[src/sv/sbt_pkg.sv]
// Shared types, widths and constants of the Bezier servo trajectory block.
package sbt_pkg;

    // Frames per move.
    localparam int STEPS = 40;

    localparam int NJ    = 4;    // joints
    localparam int AW    = 12;   // angle width, sixteenths of a degree
    localparam int FW    = 6;    // frame index width
    localparam int OFW   = 8;    // calibration offset width
    localparam int MW    = 4;    // reverse mask width
    localparam int PLW   = 12;   // pulse width
    localparam int DATAW = 32;   // configuration data width

    // Configuration register map.
    localparam int NUM_REGS = 7;
    localparam int ADDR_W   = $clog2(NUM_REGS * 4);
    localparam int IDX_W    = ADDR_W - 2;

    localparam logic [IDX_W-1:0] REG_OFFSET0   = IDX_W'(0);
    localparam logic [IDX_W-1:0] REG_OFFSET1   = IDX_W'(1);
    localparam logic [IDX_W-1:0] REG_OFFSET2   = IDX_W'(2);
    localparam logic [IDX_W-1:0] REG_OFFSET3   = IDX_W'(3);
    localparam logic [IDX_W-1:0] REG_REVERSE   = IDX_W'(4);
    localparam logic [IDX_W-1:0] REG_PULSE_MIN = IDX_W'(5);
    localparam logic [IDX_W-1:0] REG_PULSE_MAX = IDX_W'(6);

    localparam logic [PLW-1:0] PULSE_MIN_RST = PLW'(102);
    localparam logic [PLW-1:0] PULSE_MAX_RST = PLW'(512);
    localparam int             PULSE_TOP     = 4095;

    // Curve arithmetic widths.
    localparam int UW  = $clog2(STEPS + 1);        // u = STEPS - k
    localparam int WW  = $clog2(STEPS ** 3 + 1);   // Bernstein weight sums
    localparam int DW  = WW + 1;                   // signed weight difference
    localparam int NW  = WW + 14;                  // scaled numerator
    localparam int QW  = NW - 1;                   // numerator magnitude

    // Control point bias: 10 degrees in sixteenths.
    localparam int CTRL_BIAS = 160;

    // Denominator 16 * STEPS^3 and its reciprocal scaled by 2^NW.
    localparam int    DEN   = 16 * STEPS ** 3;
    localparam int    RSH   = NW;
    localparam longint RECIP = (64'd1 << NW) / DEN;
    localparam int    RBW   = $clog2(RECIP + 1);

    localparam int XW  = 10;        // whole degrees, signed
    localparam int XMW = XW - 1;    // whole degree magnitude

    // Pulse mapping: pulse_min + (x + 90) * span / 180.
    localparam int DEG_HALF  = 90;
    localparam int DEG_RANGE = 180;
    localparam int SPW       = PLW + 1;            // signed span
    localparam int PW        = 24;                 // signed product
    localparam int AMW       = PW - 1;             // product magnitude
    localparam int M2SH      = 24;
    localparam longint M2    = (64'd1 << M2SH) / DEG_RANGE;
    localparam int M2W       = $clog2(M2 + 1);
    localparam int EW2       = 13;                 // quotient magnitude
    localparam int OUTW      = EW2 + 2;            // signed pulse before clamp

    // Lane pipeline stages from weights to pulse.
    localparam int LANE_STAGES = 7;

    typedef logic [NJ-1:0][AW-1:0] joint_vec_t;

    typedef struct packed {
        logic [NJ-1:0][OFW-1:0] offset;
        logic [MW-1:0]          reverse;
        logic [PLW-1:0]         pulse_min;
        logic [PLW-1:0]         pulse_max;
    } cfg_t;

    typedef struct packed {
        logic [FW-1:0] idx;
        logic          last;
    } tag_t;

    typedef struct packed {
        tag_t                  tag;
        logic [WW-1:0]         wa;   // u^3 + 3u^2k
        logic [WW-1:0]         wb;   // k^3 + 3uk^2
        logic signed [DW-1:0]  wd;   // 3uk(u - k)
        joint_vec_t            p0;
        joint_vec_t            p3;
    } frame_t;

endpackage

[src/sv/sbt_joint_lane.sv]
// One joint: curve numerator, exact division to degrees, pulse map and clamp.
module sbt_joint_lane (
    input  logic                              aclk,
    input  logic                              adv,
    input  logic [sbt_pkg::WW-1:0]            wa,
    input  logic [sbt_pkg::WW-1:0]            wb,
    input  logic signed [sbt_pkg::DW-1:0]     wd,
    input  logic signed [sbt_pkg::AW-1:0]     p0,
    input  logic signed [sbt_pkg::AW-1:0]     p3,
    input  logic signed [sbt_pkg::OFW-1:0]    offset,
    input  logic                              reverse,
    input  logic [sbt_pkg::PLW-1:0]           pulse_min,
    input  logic [sbt_pkg::PLW-1:0]           pulse_max,
    output logic [sbt_pkg::PLW-1:0]           pulse
);

    localparam int NW  = sbt_pkg::NW;
    localparam int QW  = sbt_pkg::QW;
    localparam int XW  = sbt_pkg::XW;
    localparam int XMW = sbt_pkg::XMW;
    localparam int PW  = sbt_pkg::PW;
    localparam int AMW = sbt_pkg::AMW;
    localparam int EW2 = sbt_pkg::EW2;
    localparam int SPW = sbt_pkg::SPW;
    localparam int OUTW = sbt_pkg::OUTW;
    localparam int RPW = QW + sbt_pkg::RBW;
    localparam int M2PW = AMW + sbt_pkg::M2W;
    localparam int PLW_W = sbt_pkg::PLW;

    // Stage one: products.
    logic signed [NW-1:0]   pa_reg, pb_reg, pc_reg, po_reg;
    logic signed [NW-1:0]   wa_s, wb_s, wd_s, p0_s, p3_s, off_s;
    // Stage two: signed numerator.
    logic signed [NW-1:0]   num_reg;
    logic signed [NW-1:0]   sum_w;
    // Stage three: magnitude and quotient estimate.
    logic                   neg_reg;
    logic [QW-1:0]          q_reg;
    logic [XMW-1:0]         est_reg;
    logic [QW-1:0]          q_w;
    logic [RPW-1:0]         rp_w;
    // Stage four: whole degrees.
    logic signed [XW-1:0]   x_reg;
    logic [QW-1:0]          rem_w;
    logic [XMW-1:0]         xm_w;
    // Stage five: scaled span.
    logic signed [PW-1:0]   prod_reg;
    logic signed [XW:0]     xb_w;
    logic signed [SPW-1:0]  span_w;
    // Stage six: magnitude and quotient estimate.
    logic                   neg2_reg;
    logic [AMW-1:0]         a_reg;
    logic [EW2-1:0]         est2_reg;
    logic [AMW-1:0]         a_w;
    logic [M2PW-1:0]        m2p_w;
    // Stage seven: pulse.
    logic [PLW_W-1:0]       pulse_reg;
    logic [AMW-1:0]         rem2_w;
    logic [EW2:0]           d_w;
    logic signed [OUTW-1:0] p_w;

    assign wa_s  = signed'(NW'(wa));
    assign wb_s  = signed'(NW'(wb));
    assign wd_s  = NW'(wd);
    assign p0_s  = NW'(p0);
    assign p3_s  = NW'(p3);
    assign off_s = NW'(offset);

    assign sum_w = pa_reg + pb_reg + pc_reg;

    assign q_w   = neg_w_calc(num_reg);
    assign rp_w  = RPW'(q_w) * RPW'(sbt_pkg::RECIP);

    // Estimate is floor or one below; fix with one compare.
    assign rem_w = q_reg - QW'(est_reg) * QW'(sbt_pkg::DEN);
    assign xm_w  = (rem_w >= QW'(sbt_pkg::DEN)) ? est_reg + XMW'(1) : est_reg;

    assign xb_w   = (XW+1)'(x_reg) + (XW+1)'(sbt_pkg::DEG_HALF);
    assign span_w = signed'(SPW'(pulse_max)) - signed'(SPW'(pulse_min));

    assign a_w   = prod_reg[PW-1] ? AMW'(-prod_reg) : AMW'(prod_reg);
    assign m2p_w = M2PW'(a_w) * M2PW'(sbt_pkg::M2);

    assign rem2_w = a_reg - AMW'(est2_reg) * AMW'(sbt_pkg::DEG_RANGE);
    assign d_w    = (rem2_w >= AMW'(sbt_pkg::DEG_RANGE)) ? (EW2+1)'(est2_reg) + (EW2+1)'(1)
                                                         : (EW2+1)'(est2_reg);
    assign p_w    = (neg2_reg ? -signed'(OUTW'(d_w)) : signed'(OUTW'(d_w)))
                  + signed'(OUTW'(pulse_min));

    function automatic logic [QW-1:0] neg_w_calc(input logic signed [NW-1:0] v);
        logic signed [NW-1:0] m;
        m = v[NW-1] ? -v : v;
        return m[QW-1:0];
    endfunction

    always_ff @(posedge aclk) begin
        if (adv) begin
            pa_reg   <= wa_s * p0_s;
            pb_reg   <= wb_s * p3_s;
            pc_reg   <= wd_s * NW'(sbt_pkg::CTRL_BIAS);
            po_reg   <= off_s * NW'(sbt_pkg::DEN);

            num_reg  <= (reverse ? -sum_w : sum_w) + po_reg;

            neg_reg  <= num_reg[NW-1];
            q_reg    <= q_w;
            est_reg  <= rp_w[sbt_pkg::RSH +: XMW];

            x_reg    <= neg_reg ? -signed'(XW'(xm_w)) : signed'(XW'(xm_w));

            prod_reg <= PW'(xb_w) * PW'(span_w);

            neg2_reg <= prod_reg[PW-1];
            a_reg    <= a_w;
            est2_reg <= m2p_w[sbt_pkg::M2SH +: EW2];

            // Clamp to the PWM counter range.
            if (p_w < 0) begin
                pulse_reg <= '0;
            end else if (p_w > OUTW'(sbt_pkg::PULSE_TOP)) begin
                pulse_reg <= PLW_W'(sbt_pkg::PULSE_TOP);
            end else begin
                pulse_reg <= p_w[PLW_W-1:0];
            end
        end
    end

    assign pulse = pulse_reg;

endmodule

[config.mk]
export PLATFORM = sky130hd
export DESIGN_NAME = sbt_joint_lane
export DESIGN_NICKNAME = d
export VERILOG_FILES = /design/src/sv/sbt_pkg.sv /design/src/sv/sbt_joint_lane.sv
export SDC_FILE = /design/constraint.sdc
export NUM_CORES = 2
export LEC_CHECK = 0
export ABC_CLOCK_PERIOD_IN_PS = 10800
export BUFFER_PORTS_ARGS = -buffer_cell sky130_fd_sc_hd__clkbuf_2
export CAP_MARGIN = 10
export CORE_ASPECT_RATIO = 2
export CORE_MARGIN = 1
export CORE_UTILIZATION = 47
export CTS_CLUSTER_DIAMETER = 50
export DETAILED_ROUTE_END_ITERATION = 12
export GPL_ROUTABILITY_DRIVEN = 1
export PLACE_DENSITY = 0.62
export RECOVER_POWER = 50
export SLEW_MARGIN = 10
export SYNTH_ARGS = -nofsm -noshare
export SYNTH_HDL_FRONTEND = slang
export SYNTH_SLANG_ARGS = --single-unit
[constraint.sdc]
create_clock -name aclk -period 10.8 [get_ports aclk]
set_input_delay 0.54 -clock aclk [delete_from_list [all_inputs] [get_ports aclk]]
set_output_delay 0.54 -clock aclk [all_outputs]
set_load 0.005 [all_outputs]
==> flow_summary.json <==
{
  "endpoint_kind": "register",
  "synth_edf_count": 232,
  "hold_class": "in2reg",
  "critPathArrivalTime_ps": 10310,
  "multi_input_area_mm2": 0.0343,
  "first_pass_iters": 5,
  "initial_core_util_pct": 47.6,
  "syn_avg_cell_area_um2": 9.59,
  "dp.cells": 5996,
  "die_w_um": 222,
  "reg2reg_slack_ps": 810,
  "cp-startpoint": "est2_reg[2]",
  "grt_max_degree": 98,
  "r2r-start": "est2_reg[2]",
  "maxCapViolations": 3,
  "die_h_um": 441,
  "hold_path.startpoint": "wd[0]",
  "worstPathRequired_ps": 11120,
  "yosysTopAreaCellShare_pct": 28.9,
  "register_area_mm2": 0.00697,
  "synth_area_leader_cell": "fa_1",
  "worstHoldPathCells": 1,
  "wirelength_um": 115000,
  "ys_ff_latch": 232,
  "dp_hpwl_um": 99500,
  "netlist_area_mm2": 0.0454,
  "fin_skew_ps": 23.6,
  "drcViolationCount": 0,
  "synth-seq-area-share_pct": 15.3,
  "fmax_ghz": 0.100,
  "cp-start-kind": "register",
  "vias_per_cell": 5.36,
  "drt_iter0_markers": 1115,
  "largest_reg_flops": 30,
  "nFillCells": 8990,
  "post-route-period-util_pct": 92.5,
  "tns_ps": 0,
  "drive_gt1_share_pct": 4.68,
  "rsz0062_at_grt": "false",
  "violations": "capacitance limit, slew limit",
  "core_area_mm2": 0.0953,
  "clkTransAtPathRegs_ps": 70,
  "ios": 120,
  "async_flop_share_pct": 0,
  "reg2reg_to": "pulse[6]",
  "final_antenna_net_count": 0,
  "maxSlewViolCount": 237,
  "synth_top_flop_cell": "edfxtp_1",
  "crit_fanout": 12,
  "via_count": 32400,
  "cts_tree": "built",
  "synth_fp_nets": 6185,
  "worstSkewPairLatency_ps": 580,
  "crit_type": "reg2reg",
  "numCtsBuffers": 27,
  "area_delta_synth_final_pct": 6.46,
  "postCtsHoldBufs": 0,
  "wl_per_cell_um": 19.0,
  "final_common_cell": "inv_1",
  "max_slew.worst_pin.slew_ps": 5380,
  "period_minus_slack_ps": 9990,
  "cp_slowest_stage_delay_ps": 550,
  "clock_sink_count": 232,
  "placementRows": 160,
  "outcome": "finished with violations",
  "holdPathEnd": "pc_reg[5]",
  "antenna_found_initial": 1,
  "final_cell_mix": "inv_1, ha_1, fa_1",
  "ys_types": 89,
  "grt_pass1_vias": 34900,
  "crit_path_frequent_cell": "ha_1",
  "worst_path_max_delay_cell": "a2111o_2",
  "clock-root-buffer": "clkbuf_16",
  "relSlewSlack_pct": -259,
  "finalSetupViolations": 0,
  "clockBufferDepth": 3,
  "yosys-top-cells-area": "fa_1, ha_1, edfxtp_1, inv_1, xnor2_1",
  "place_congestion": 0.936,
  "layout.nets": 6266,
  "die-area_mm2": 0.0979,
  "reg2reg_depth": 54,
  "instances_no_fill": 6049,
  "grt.total_usage_pct": 24.1,
  "final-hold-violation-count": 0,
  "grt_remaining_overflow": 0,
  "cts-htree-levels": 1,
  "grt_pass1_wl_um": 181000,
  "synthCells": 4732,
  "io_buffers": 119,
  "yosysWarnings": 0
}
[final cells by class]
class,count,area share (%)
multi-input cells,3407,71.1
flip-flops and latches,232,14.4
diodes,1,0.00518
clock buffers,28,1.41
repair buffers,150,1.66
inverters,995,7.73
clock inverters,21,0.562
well taps,1215,3.15
[logic make-up after synthesis]
| logic type | after synthesis | share of synthesized area (%) |
|---|---|---|
| muxes | 14 | 0.331 |
| DFF | 232 | 15.3 |
| buffers and inverters | 1093 | 9.11 |
| xor gates and xnor gates | 358 | 6.98 |
| and+or+nand+nor | 1081 | 11.4 |
| AOI/OAI and AO/OA | 609 | 8.87 |
| adders and majority gates | 1345 | 47.9 |
[stage by stage]
stage / util, % / setup slack (ps) / instance area, um2 / hold WS (ps)
6_report: 50.7 / 814 / 48300 / 288
5_1_grt: 50.7 / 83.9 / 48300 / 257
4_1_cts: 50.7 / 229 / 48300 / 176
3_5_place_dp: 49.7 / 288 / 47300 / 583
3_3_place_gp: 49.7 / 393 / 47300 / 589
2_1_floorplan: - / 1430 / 45400 / 424
[layer usage]
layer	GRT usage (%)	vias to the layer above	wire (um)
li1	-	15300	-
met1	20.1	16100	33800
met2	50.7	626	67500
met3	1.60	380	2530
met4	19.6	2	11000
met5	0	-	13
[Yosys cell counts (all sizes together), types with 16 or more instances]
cell / count
nor2b: 42
o21a: 51
nor2: 195
o41ai: 16
and3: 17
nand3: 42
or3: 29
clkbuf: 89
fa: 656
xor2: 79
ha: 689
edfxtp: 232
a21o: 51
a21oi: 171
nand2b: 58
o21bai: 50
o21ai: 131
nor3: 49
nand2: 432
o31ai: 26
inv: 995
xnor2: 279
and2: 149
[critical path: cells and delay by family (launching register included)]
kind / cells / cell delay, ps
AO/OA/AOI/OAI: 23 / 4130
XOR/XNOR: 3 / 520
adder cells (fa/ha/maj): 8 / 2650
buffers and inverters: 5 / 410
flip-flops: 1 / 390
AND/OR/NAND/NOR: 15 / 1660
[worst max-delay path by stage]
stage / end / slack [ps] / cells after the start
final: pulse[6] / 810 / 54
after global routing: pulse[9] / 80 / 54
after CTS: pulse[6] / 230 / 51
after detailed placement: pulse[6] / 290 / 53
after global placement: pulse[1] / 390 / 51
after floorplan: pulse[7] / 1430 / 54
[repair_timing]
| action | 4_1_cts | 5_1_grt |
|---|---|---|
| endpoints found under the setup margin | 0 | 12 |
| gates resized for setup | 0 | 15 |
| hold endpoints to repair | 0 | 0 |
| buffers inserted | 0 | 3 |
Power is not shown: default switching activity piles up to over one toggle a cycle in this logic, so the estimate is an artifact.
