===== config.mk =====
export PLATFORM = sky130hd
export DESIGN_NAME = sbt_apb_regs
export DESIGN_NICKNAME = d
export VERILOG_FILES = /design/src/sv/sbt_pkg.sv /design/src/sv/sbt_apb_regs.sv
export SDC_FILE = /design/constraint.sdc
export NUM_CORES = 1
export LEC_CHECK = 0
export ABC_CLOCK_PERIOD_IN_PS = 4350
export BUFFER_PORTS_ARGS = -buffer_cell sky130_fd_sc_hd__buf_2
export CORE_MARGIN = 3
export CORE_UTILIZATION = 50
export DETAILED_ROUTE_END_ITERATION = 8
export HOLD_SLACK_MARGIN = 0.08
export MAX_ROUTING_LAYER = met4
export PLACE_DENSITY = 0.89
export SLEW_MARGIN = 5
export SYNTH_ARGS = -nofsm -noshare
export SYNTH_HDL_FRONTEND = slang
export SYNTH_SLANG_ARGS = --single-unit

===== constraint.sdc =====
create_clock -name aclk -period 4.35 [get_ports aclk]
set_clock_uncertainty 0.1 [all_clocks]
set_input_delay 0.87 -clock aclk [delete_from_list [all_inputs] [get_ports aclk]]
set_output_delay 0.87 -clock aclk [all_outputs]
set_load 0.01 [all_outputs]

===== src/sv/sbt_pkg.sv =====
// Shared types, widths and constants of the Bezier servo trajectory block.
package sbt_pkg;

    // Frames per move.
    localparam int STEPS = 40;

    localparam int NJ    = 4;    // joints
    localparam int AW    = 12;   // angle width, sixteenths of a degree
    localparam int FW    = 6;    // frame index width
    localparam int OFW   = 8;    // calibration offset width
    localparam int MW    = 4;    // reverse mask width
    localparam int PLW   = 12;   // pulse width
    localparam int DATAW = 32;   // configuration data width

    // Configuration register map.
    localparam int NUM_REGS = 7;
    localparam int ADDR_W   = $clog2(NUM_REGS * 4);
    localparam int IDX_W    = ADDR_W - 2;

    localparam logic [IDX_W-1:0] REG_OFFSET0   = IDX_W'(0);
    localparam logic [IDX_W-1:0] REG_OFFSET1   = IDX_W'(1);
    localparam logic [IDX_W-1:0] REG_OFFSET2   = IDX_W'(2);
    localparam logic [IDX_W-1:0] REG_OFFSET3   = IDX_W'(3);
    localparam logic [IDX_W-1:0] REG_REVERSE   = IDX_W'(4);
    localparam logic [IDX_W-1:0] REG_PULSE_MIN = IDX_W'(5);
    localparam logic [IDX_W-1:0] REG_PULSE_MAX = IDX_W'(6);

    localparam logic [PLW-1:0] PULSE_MIN_RST = PLW'(102);
    localparam logic [PLW-1:0] PULSE_MAX_RST = PLW'(512);
    localparam int             PULSE_TOP     = 4095;

    // Curve arithmetic widths.
    localparam int UW  = $clog2(STEPS + 1);        // u = STEPS - k
    localparam int WW  = $clog2(STEPS ** 3 + 1);   // Bernstein weight sums
    localparam int DW  = WW + 1;                   // signed weight difference
    localparam int NW  = WW + 14;                  // scaled numerator
    localparam int QW  = NW - 1;                   // numerator magnitude

    // Control point bias: 10 degrees in sixteenths.
    localparam int CTRL_BIAS = 160;

    // Denominator 16 * STEPS^3 and its reciprocal scaled by 2^NW.
    localparam int    DEN   = 16 * STEPS ** 3;
    localparam int    RSH   = NW;
    localparam longint RECIP = (64'd1 << NW) / DEN;
    localparam int    RBW   = $clog2(RECIP + 1);

    localparam int XW  = 10;        // whole degrees, signed
    localparam int XMW = XW - 1;    // whole degree magnitude

    // Pulse mapping: pulse_min + (x + 90) * span / 180.
    localparam int DEG_HALF  = 90;
    localparam int DEG_RANGE = 180;
    localparam int SPW       = PLW + 1;            // signed span
    localparam int PW        = 24;                 // signed product
    localparam int AMW       = PW - 1;             // product magnitude
    localparam int M2SH      = 24;
    localparam longint M2    = (64'd1 << M2SH) / DEG_RANGE;
    localparam int M2W       = $clog2(M2 + 1);
    localparam int EW2       = 13;                 // quotient magnitude
    localparam int OUTW      = EW2 + 2;            // signed pulse before clamp

    // Lane pipeline stages from weights to pulse.
    localparam int LANE_STAGES = 7;

    typedef logic [NJ-1:0][AW-1:0] joint_vec_t;

    typedef struct packed {
        logic [NJ-1:0][OFW-1:0] offset;
        logic [MW-1:0]          reverse;
        logic [PLW-1:0]         pulse_min;
        logic [PLW-1:0]         pulse_max;
    } cfg_t;

    typedef struct packed {
        logic [FW-1:0] idx;
        logic          last;
    } tag_t;

    typedef struct packed {
        tag_t                  tag;
        logic [WW-1:0]         wa;   // u^3 + 3u^2k
        logic [WW-1:0]         wb;   // k^3 + 3uk^2
        logic signed [DW-1:0]  wd;   // 3uk(u - k)
        joint_vec_t            p0;
        joint_vec_t            p3;
    } frame_t;

endpackage


===== src/sv/sbt_apb_regs.sv =====
// APB configuration registers: offsets, reverse mask and pulse limits.
module sbt_apb_regs (
    input  logic                        aclk,
    input  logic                        aresetn,
    input  logic                        psel,
    input  logic                        penable,
    input  logic                        pwrite,
    input  logic [sbt_pkg::ADDR_W-1:0]  paddr,
    input  logic [sbt_pkg::DATAW-1:0]   pwdata,
    output logic [sbt_pkg::DATAW-1:0]   prdata,
    output logic                        pready,
    output sbt_pkg::cfg_t               cfg
);

    sbt_pkg::cfg_t cfg_reg;
    sbt_pkg::cfg_t cfg_next;

    logic                       wr_en;
    logic [sbt_pkg::IDX_W-1:0]  idx;

    assign pready = 1'b1;
    assign wr_en  = psel & penable & pwrite;
    assign idx    = paddr[sbt_pkg::ADDR_W-1:2];
    assign cfg    = cfg_reg;

    always_comb begin
        cfg_next = cfg_reg;
        if (wr_en) begin
            case (idx)
                sbt_pkg::REG_OFFSET0:   cfg_next.offset[0] = pwdata[sbt_pkg::OFW-1:0];
                sbt_pkg::REG_OFFSET1:   cfg_next.offset[1] = pwdata[sbt_pkg::OFW-1:0];
                sbt_pkg::REG_OFFSET2:   cfg_next.offset[2] = pwdata[sbt_pkg::OFW-1:0];
                sbt_pkg::REG_OFFSET3:   cfg_next.offset[3] = pwdata[sbt_pkg::OFW-1:0];
                sbt_pkg::REG_REVERSE:   cfg_next.reverse   = pwdata[sbt_pkg::MW-1:0];
                sbt_pkg::REG_PULSE_MIN: cfg_next.pulse_min = pwdata[sbt_pkg::PLW-1:0];
                sbt_pkg::REG_PULSE_MAX: cfg_next.pulse_max = pwdata[sbt_pkg::PLW-1:0];
                default:                cfg_next = cfg_reg;
            endcase
        end
    end

    always_ff @(posedge aclk) begin
        if (!aresetn) begin
            cfg_reg.offset    <= '0;
            cfg_reg.reverse   <= '0;
            cfg_reg.pulse_min <= sbt_pkg::PULSE_MIN_RST;
            cfg_reg.pulse_max <= sbt_pkg::PULSE_MAX_RST;
        end else begin
            cfg_reg <= cfg_next;
        end
    end

    always_comb begin
        case (idx)
            sbt_pkg::REG_OFFSET0: prdata = {{(sbt_pkg::DATAW-sbt_pkg::OFW){cfg_reg.offset[0][sbt_pkg::OFW-1]}},
                                            cfg_reg.offset[0]};
            sbt_pkg::REG_OFFSET1: prdata = {{(sbt_pkg::DATAW-sbt_pkg::OFW){cfg_reg.offset[1][sbt_pkg::OFW-1]}},
                                            cfg_reg.offset[1]};
            sbt_pkg::REG_OFFSET2: prdata = {{(sbt_pkg::DATAW-sbt_pkg::OFW){cfg_reg.offset[2][sbt_pkg::OFW-1]}},
                                            cfg_reg.offset[2]};
            sbt_pkg::REG_OFFSET3: prdata = {{(sbt_pkg::DATAW-sbt_pkg::OFW){cfg_reg.offset[3][sbt_pkg::OFW-1]}},
                                            cfg_reg.offset[3]};
            sbt_pkg::REG_REVERSE:   prdata = sbt_pkg::DATAW'(cfg_reg.reverse);
            sbt_pkg::REG_PULSE_MIN: prdata = sbt_pkg::DATAW'(cfg_reg.pulse_min);
            sbt_pkg::REG_PULSE_MAX: prdata = sbt_pkg::DATAW'(cfg_reg.pulse_max);
            default:                prdata = '0;
        endcase
    end

endmodule


==> results of run 1 <==
worst min-delay path, stage by stage, from the launching register on:
cell,delay (ns)
dfxtp_1,0.32
nand2_1,0.06
mux2i_1,0.05
cell type report:
| class | instances | area, um^2 |
|---|---|---|
| Clock inverter | 2 | 10.0 |
| Tap cell | 72 | 90.1 |
| Clock buffer | 12 | 165 |
| Fill cell | 488 | 2080 |
| Inverter | 6 | 22.5 |
| Timing Repair Buffer | 114 | 578 |
| Sequential cell | 60 | 1200 |
| Multi-Input combinational cell | 208 | 1460 |
path summary, 6_finish.rpt:
path | from | endpoint | slack [ns] | cells after the start
setup / recovery | paddr[2] | prdata[23] | 0.75 | 5
hold / removal | cfg[32]$_SDFFE_PN0P_ | cfg[32]$_SDFFE_PN0P_ | 0.38 | 2
setup reg to reg | cfg[9]$_SDFFE_PN1P_ | cfg[9]$_SDFFE_PN1P_ | 3.51 | 2
hold reg to reg | cfg[32]$_SDFFE_PN0P_ | cfg[32]$_SDFFE_PN0P_ | 0.38 | 2
synthesized netlist by cell type:
cell type,n
a22o_1,1
nand4_1,1
and2_1,1
o21ai_0,7
a2bb2oi_1,2
nor2_1,2
inv_1,6
a32oi_1,7
buf_2,5
a21boi_0,2
buf_6,4
o311ai_1,1
a21oi_1,6
buf_4,23
o211ai_1,3
nor2b_1,5
nand2_1,70
a31oi_1,2
nor2_2,2
mux2_2,9
a22oi_1,9
and3b_1,1
a221o_1,1
mux2i_1,60
dfxtp_1,60
nand4b_2,1
o311ai_0,4
o22ai_1,1
nor3_1,1
conb_1,1
clkbuf_1,8
nor2_8,1
nor2_4,1
or2_1,3
nand2b_1,3
cell families (layout without fill, tap and decap cells):
kind of cell / Yosys count / after routing / synth area share [%]
AOI/OAI and AO/OA: 46 / 46 / 11.2
and+or+nand+nor: 92 / 92 / 14.3
buffers and inverters: 46 / 134 / 9.99
DFF: 60 / 60 / 40.6
muxes: 69 / 69 / 23.7
other: 1 / 1 / 0.127
per-layer routing:
| layer | vias to the layer above | wire [um] |
|---|---|---|
| met2 | 126 | 4020 |
| li1 | 1250 | - |
| met3 | 15 | 570 |
| met1 | 1271 | 3440 |
| met5 | - | 0 |
| met4 | 0 | 131 |
power by group:
group          switching [mW]  internal, mW
Combinational          0.0633        0.0317
Sequential            0.00345         0.554
Clock                   0.205         0.245
Total                   0.271         0.830
==> impl_metrics.json, run 1 <==
{
  "path_buf_inv": 2,
  "endpoint_kind": "primary output",
  "grt_pass1_wl_um": 13100,
  "post-place-ws_ns": 0.735,
  "io_pins": 135,
  "fin_crit_ns": 3.60,
  "vias_per_cell": 5.62,
  "critical_path_class": "in2out",
  "syn_nets": 356,
  "final_net_count": 441,
  "cts.sinks": 60,
  "drt_iter0_drc": 203,
  "cts_resized": 0,
  "setup_viol": 0,
  "io_buffers": 111,
  "worstMarginPinSlew_ns": 0.958,
  "slew_viol_final": 0,
  "busiest_layer": "met2",
  "required_ns": 3.38,
  "status": "finished clean",
  "root_buffer": "clkbuf_8",
  "numCtsBuffers": 9,
  "timing.final.crit_share_pct": 82.8,
  "grt.overflow.total": 0,
  "cts_setup_buffers": 0,
  "use_met3_pct": 7.14,
  "p_total_mw": 1.10,
  "drive_gt1_share_pct": 35.3,
  "grt_start_max_net_pins": 56,
  "fin_ws_ns": 0.750,
  "cpPeakStageDelay_ns": 0.76,
  "cts_hold_buffers": 0,
  "layout_common_cells": "buf_2 (111), nand2_1 (70), mux2i_1 (60), dfxtp_1 (60), clkbuf_8 (12)",
  "grtUsageMet1_pct": 28.3,
  "dieArea_um2": 6870,
  "cts_tree": "done",
  "largest_reg_flops": 60,
  "max_freq_mhz": 278,
  "wirelength_um": 8160,
  "placed_area_um2": 3350,
  "ant_nets": 0,
  "wl_per_cell_um": 17.2,
  "start_util_pct": 52.7,
  "arrival_ns": 2.63,
  "ys_seq_area_share_pct": 40.6,
  "crit_top_cell": "buf_2",
  "cpMaxStageDelayCell": "a21oi_1",
  "ys_top_cells_by_area": "dfxtp_1 (41%), mux2i_1 (20%), nand2_1 (8.9%), buf_4 (5.8%), mux2_2 (3.4%)",
  "cap_violations": 0,
  "cts.reportedPaths.clkPinSlew_ns": 0.06,
  "syn_avg_cell_area_um2": 9.42,
  "grt_setup_unrepaired": "no",
  "use_met2_pct": 40.0,
  "synth_cell_types": 35,
  "placementRows": 27,
  "die-height_um": 82.9,
  "area_delta_synth_final_pct": 19.3,
  "grt_use_total_pct": 24.2,
  "coreArea_um2": 5610,
  "grt_pass1_vias": 2647,
  "drc": 0,
  "cellPowerDensity_nw_per_um2": 312,
  "stdcell_area_um2": 3530,
  "cp_max_fo": 22,
  "clockBufferDepth": 2,
  "synth_area_um2": 2960,
  "cts_max_level": 3,
  "cp_cell_sequence": "buf_2 -> mux2_2 -> nand2b_1 -> a21oi_1 -> buf_2",
  "synth_top_area_cell": "dfxtp_1",
  "hold_class": "reg2reg",
  "yosysWarnings": 0,
  "first_pass_iters": 4,
  "startpoint_type": "primary input",
  "layout_commonest_cell": "buf_2",
  "antenna_found_initial": 0,
  "die_x_um": 82.9,
  "maxSlewHeadroom_pct": 36.1,
  "hpwl_um": 5700,
  "post-route-util_pct": 62.9,
  "p_leak_nw": 1.71,
  "gp_congestion": 0.848,
  "final_cells": 474,
  "peakVddDrop_mv": 0.153,
  "whs_ns": 0.377,
  "num_vias": 2662,
  "post-place-cells": 460,
  "ys_ff_latch": 60,
  "critPathTopFamily": "compound AO/OA/AOI/OAI gates",
  "synth_top_area_share_pct": 40.6,
  "syn_inst": 314,
  "setup_tns_ns": 0,
  "insertion_delay_ns": 0.34,
  "final_hold_viol_count": 0,
  "n_antenna_cell": 0
}
(Power assumes the default switching activity.)
==> run 2, diff against run 1 <==
--- a/config.mk
+++ b/config.mk
@@ -5,14 +5,14 @@
 export SDC_FILE = /design/constraint.sdc
 export NUM_CORES = 1
 export LEC_CHECK = 0
-export ABC_CLOCK_PERIOD_IN_PS = 4350
+export ABC_CLOCK_PERIOD_IN_PS = 3500
 export BUFFER_PORTS_ARGS = -buffer_cell sky130_fd_sc_hd__buf_2
 export CORE_MARGIN = 3
-export CORE_UTILIZATION = 50
+export CORE_UTILIZATION = 47
 export DETAILED_ROUTE_END_ITERATION = 8
 export HOLD_SLACK_MARGIN = 0.08
 export MAX_ROUTING_LAYER = met4
-export PLACE_DENSITY = 0.89
+export PLACE_DENSITY = 0.84
 export SLEW_MARGIN = 5
 export SYNTH_ARGS = -nofsm -noshare
 export SYNTH_HDL_FRONTEND = slang
==> constraint.sdc (replaced) <==
create_clock -name aclk -period 3.5 [get_ports aclk]
set_clock_uncertainty 0.1 [all_clocks]
set_input_delay 0.7 -clock aclk [delete_from_list [all_inputs] [get_ports aclk]]
set_output_delay 0.7 -clock aclk [all_outputs]
set_load 0.01 [all_outputs]
==> run 2 against run 1 <==
  * Sequential share of layout area down 1.1 points
  * Critical endpoint is now prdata[12]
  * Sequential power up 24%
  * Worst setup slack worse by 0.36 ns
  * Sequential cell count unchanged
  * Die area up 5.9%
  * Cell count up 1.7%
  * Non-clock buffer count up 3
  * Largest cell class unchanged
  * Global-route usage down 2.1 points
==> impl_metrics.json, run 2 (synthesis results as in run 1) <==
{
  "status": "finished clean",
  "start_util_pct": 49.4,
  "power.internal_mw": 1.24,
  "placementRows": 28,
  "stdcell_area_um2": 3640,
  "pwr-share-seq_pct": 43.5,
  "num_vias": 2634,
  "io_pins": 135,
  "worstMarginPinSlew_ns": 0.911,
  "cts_max_level": 3,
  "n_antenna_cell": 0,
  "drive_gt1_share_pct": 35.9,
  "area_delta_synth_final_pct": 23.1,
  "clockBufferDepth": 2,
  "fin_crit_ns": 3.11,
  "cts_hold_buffers": 0,
  "path_buf_inv": 2,
  "cts.reportedPaths.clkPinSlew_ns": 0.06,
  "grt_start_max_net_pins": 45,
  "fillCellCount": 545,
  "numCtsBuffers": 9,
  "p_switching_uw": 349,
  "critical_path_class": "in2out",
  "final_cells": 482,
  "wl_met2_um": 3610,
  "route.met3.wl_um": 596,
  "drc": 0,
  "cp_cell_sequence": "buf_2 -> mux2_2 -> nand2b_1 -> a21oi_1 -> buf_2",
  "final_net_count": 444,
  "critPathTopFamily": "compound AO/OA/AOI/OAI gates",
  "whs_ns": 0.373,
  "arrival_ns": 2.31,
  "io_buffers": 111,
  "insertion_delay_ns": 0.33,
  "first_pass_iters": 4,
  "gp_congestion": 0.820,
  "max_freq_mhz": 322,
  "p_leak_nw": 1.76,
  "die-height_um": 85.3,
  "post-place-cells": 466,
  "antenna_found_initial": 0,
  "layout_common_cells": "buf_2 (111), nand2_1 (70), mux2i_1 (60), dfxtp_1 (60), clkbuf_8 (11)",
  "grt_pass1_wl_um": 12300,
  "timing.final.crit_share_pct": 88.8,
  "layout_commonest_cell": "buf_2",
  "grt.overflow.total": 0,
  "grt_pass1_vias": 2397,
  "required_ns": 2.70,
  "cts_resized": 0,
  "final_hold_viol_count": 0,
  "wl_per_cell_um": 16.1,
  "met1Wirelength_um": 3450,
  "drt_iter0_drc": 124,
  "die_x_um": 85.3,
  "cap_violations": 0,
  "hpwl_um": 5530,
  "largest_reg_flops": 60,
  "cts_setup_buffers": 0,
  "cpMaxStageDelayCell": "a21oi_1",
  "endpoint_kind": "primary output",
  "coreArea_um2": 5990,
  "ant_nets": 0,
  "setup_tns_ns": 0,
  "placed_area_um2": 3390,
  "cp_max_fo": 20,
  "peakVddDrop_mv": 0.289,
  "crit_top_cell": "buf_2",
  "vias_per_cell": 5.46,
  "wirelength_um": 7780,
  "slew_viol_final": 0,
  "cpPeakStageDelay_ns": 0.72,
  "cellPowerDensity_nw_per_um2": 437,
  "grt_setup_unrepaired": "no",
  "grt_use_total_pct": 22.1,
  "maxSlewHeadroom_pct": 39.3,
  "hold_class": "reg2reg",
  "p_sw_share_pct": 21.9,
  "power_frac_comb_pct": 7.6,
  "cts.sinks": 60,
  "root_buffer": "clkbuf_8",
  "setup_viol": 0,
  "p_clk_share_pct": 48.9,
  "cts_tree": "done",
  "startpoint_type": "primary input",
  "dieArea_um2": 7280,
  "highest_layer": "met4"
}
-- run 2: cell count changes in the layout (fill, tap and decap cells not counted), sizes merged --
cell,previous run,this run
buf,114,117
bufinv,0,3
clkinv,2,1
-- run 2: worst paths after layout --
path	start	endpoint	slack, ns	cells after the start
worst max register to register	cfg[17]$_SDFFE_PN1P_	cfg[17]$_SDFFE_PN1P_	2.71	2
worst max-delay path	paddr[2]	prdata[12]	0.39	5
worst min register to register	cfg[46]$_SDFFE_PN0P_	cfg[46]$_SDFFE_PN0P_	0.37	2
worst min-delay path	cfg[46]$_SDFFE_PN0P_	cfg[46]$_SDFFE_PN0P_	0.37	2
-- run 2: layout make-up --
type	count	area, um^2	area share (%)
Multi-Input combinational cell	208	1460	40.1
Clock buffer	12	155	4.26
Sequential cell	60	1200	33.0
Tap cell	75	93.8	2.58
Timing Repair Buffer	117	613	16.8
Clock inverter	4	95.1	2.61
Inverter	6	22.5	0.619
-- run 2: tightest hold or removal path: cells and delay by family, from the launching register on --
kind             cells  cell delay, ns
flip-flops           1            0.32
multiplexers         1            0.05
AND/OR/NAND/NOR      1            0.05
-- run 2: power by group through the flow --
stage	sequential, mW	clock, mW	combinational (mW)
3_5_place_dp	0.708	0	0.120
3_3_place_gp	0.707	0	0.118
4_1_cts	0.692	0.786	0.121
6_report	0.692	0.777	0.121
5_1_grt	0.692	0.818	0.132
2_1_floorplan	0.709	0	0.0772
-- run 2: through the flow --
step                      worst slack (ns)  utilization [%]  power (mW)
after detailed placement             0.369             56.6       0.828
after global routing                 0.205             60.8        1.64
after CTS                            0.360             60.8        1.60
final                                0.393             60.8        1.59
after floorplan                      0.403                -       0.787
after global placement               0.436             56.6       0.826
-- run 2: layer usage --
| layer | global-route usage, % | vias to the layer above |
|---|---|---|
| met5 | - | - |
| met4 | 9.06 | 0 |
| met2 | 33.3 | 109 |
| li1 | - | 1260 |
| met3 | 4.37 | 12 |
| met1 | 28.8 | 1253 |
==> run 3, diff against run 2 <==
--- a/config.mk
+++ b/config.mk
@@ -10,8 +10,6 @@
 export CORE_MARGIN = 3
 export CORE_UTILIZATION = 47
 export DETAILED_ROUTE_END_ITERATION = 8
-export HOLD_SLACK_MARGIN = 0.08
-export MAX_ROUTING_LAYER = met4
 export PLACE_DENSITY = 0.84
 export SLEW_MARGIN = 5
 export SYNTH_ARGS = -nofsm -noshare
==> run 3 against run 2 <==
  * Combinational power about the same
  * Utilization is the same
  * Sequential share of layout area did not move
  * Sequential power about the same
  * Register-to-register slack barely moved
  * Largest power group unchanged
  * Highest routed layer unchanged
==> impl_metrics.json, run 3 (synthesis results as in run 1) <==
{
  "hp-start": "cfg[46]$_SDFFE_PN0P_",
  "grt.overflow.total": 0,
  "slew_viol_final": 0,
  "final_net_count": 444,
  "cts_resized": 0,
  "io_buffers": 111,
  "drt_iter0_drc": 109,
  "largest_reg_flops": 60,
  "timing.final.crit_share_pct": 88.6,
  "layout_common_cells": "buf_2 (111), nand2_1 (70), mux2i_1 (60), dfxtp_1 (60), clkbuf_8 (11)",
  "io_pins": 135,
  "antenna_found_initial": 0,
  "cap_violations": 0,
  "die-height_um": 85.3,
  "coreArea_um2": 5990,
  "cts.sinks": 60,
  "max_freq_mhz": 323,
  "grt_start_max_net_pins": 45,
  "stdcell_area_um2": 3640,
  "n_antenna_cell": 0,
  "start_util_pct": 49.4,
  "cts_max_level": 3,
  "cellPowerDensity_nw_per_um2": 436,
  "first_pass_iters": 4,
  "critical_path_class": "in2out",
  "cts.reportedPaths.clkPinSlew_ns": 0.06,
  "maxSlewHeadroom_pct": 39.4,
  "grt_pass1_wl_um": 12300,
  "status": "finished clean",
  "grt_pass1_vias": 2393,
  "grt_use_total_pct": 21.4,
  "multi_input_area_um2": 1460,
  "fin_crit_ns": 3.10,
  "crit_path_start": "paddr[2]",
  "placementRows": 28,
  "cp_max_fo": 20,
  "die_x_um": 85.3,
  "wl_per_cell_um": 16.1,
  "vias_per_cell": 5.47,
  "seqCellArea_um2": 1200,
  "drc": 0,
  "gp_congestion": 0.808,
  "worstMarginPinSlew_ns": 0.909,
  "peakVddDrop_mv": 0.289,
  "clockBufferDepth": 2,
  "required_ns": 2.70,
  "area_delta_synth_final_pct": 23.1,
  "hpwl_um": 5530,
  "fillCellCount": 545,
  "insertion_delay_ns": 0.33,
  "num_vias": 2638,
  "arrival_ns": 2.30,
  "p_leak_nw": 1.76,
  "r2r_start": "cfg[17]$_SDFFE_PN1P_",
  "p_total_mw": 1.59,
  "hold_class": "reg2reg",
  "final_hold_viol_count": 0,
  "placed_area_um2": 3390,
  "setup_viol": 0,
  "cts_setup_buffers": 0,
  "cts_tree": "done",
  "root_buffer": "clkbuf_8",
  "startpoint_type": "primary input",
  "setup_tns_ns": 0,
  "grt_setup_unrepaired": "no",
  "dieArea_um2": 7280,
  "numCtsBuffers": 9,
  "layout_commonest_cell": "buf_2",
  "cts_hold_buffers": 0,
  "ant_nets": 0,
  "endpoint_kind": "primary output",
  "wirelength_um": 7770,
  "drive_gt1_share_pct": 35.9
}
-- run 3: cell counts in the layout (fill, tap and decap cells not counted) --
No cell type changed its count.
-- run 3: power by group --
| group | switching, mW | internal [mW] |
|---|---|---|
| logic | 0.0785 | 0.0425 |
| registers | 0.00422 | 0.688 |
| clock network | 0.263 | 0.511 |
| total | 0.346 | 1.24 |
-- run 3: layout make-up --
type,count,share of cell area [%]
multi-input cells,208,40.1
flip-flops and latches,60,33.0
repair buffers,117,16.8
clock buffers,12,4.26
clock inverters,4,2.61
well taps,75,2.58
inverters,6,0.619
-- run 3: worst paths after layout --
path              cells past startpoint  slack [ns]              endpoint
setup / recovery                      5        0.40            prdata[12]
hold / removal                        2        0.37  cfg[46]$_SDFFE_PN0P_
setup reg to reg                      2        2.70  cfg[17]$_SDFFE_PN1P_
hold reg to reg                       2        0.37  cfg[46]$_SDFFE_PN0P_
-- run 3: worst max-delay path, stage by stage --
cell and delay (ns):
buf_2 0.30, mux2_2 0.25, nand2b_1 0.06, a21oi_1 0.72
buf_2 0.27
-- run 3: routing by layer --
layer  vias to the layer above  wire length [um]  part of all wire [%]  GRT usage, %
li1                       1260                 -                     -             -
met1                      1256              3420                    44          28.8
met2                       110              3620                    47          33.3
met3                        12               598                   7.7          4.56
met4                         0               128                   1.6          9.06
met5                         -                 0                     0             0
-- run 3: through the flow --
stage | cells | util, % | setup WS [ns] | hold slack [ns]
after detailed placement | 466 | 56.6 | 0.369 | 0.362
after floorplan | 314 | - | 0.403 | 0.388
after CTS | 482 | 60.8 | 0.360 | 0.371
after global routing | 482 | 60.8 | 0.204 | 0.387
final | 482 | 60.8 | 0.400 | 0.371
after global placement | 466 | 56.6 | 0.436 | 0.351
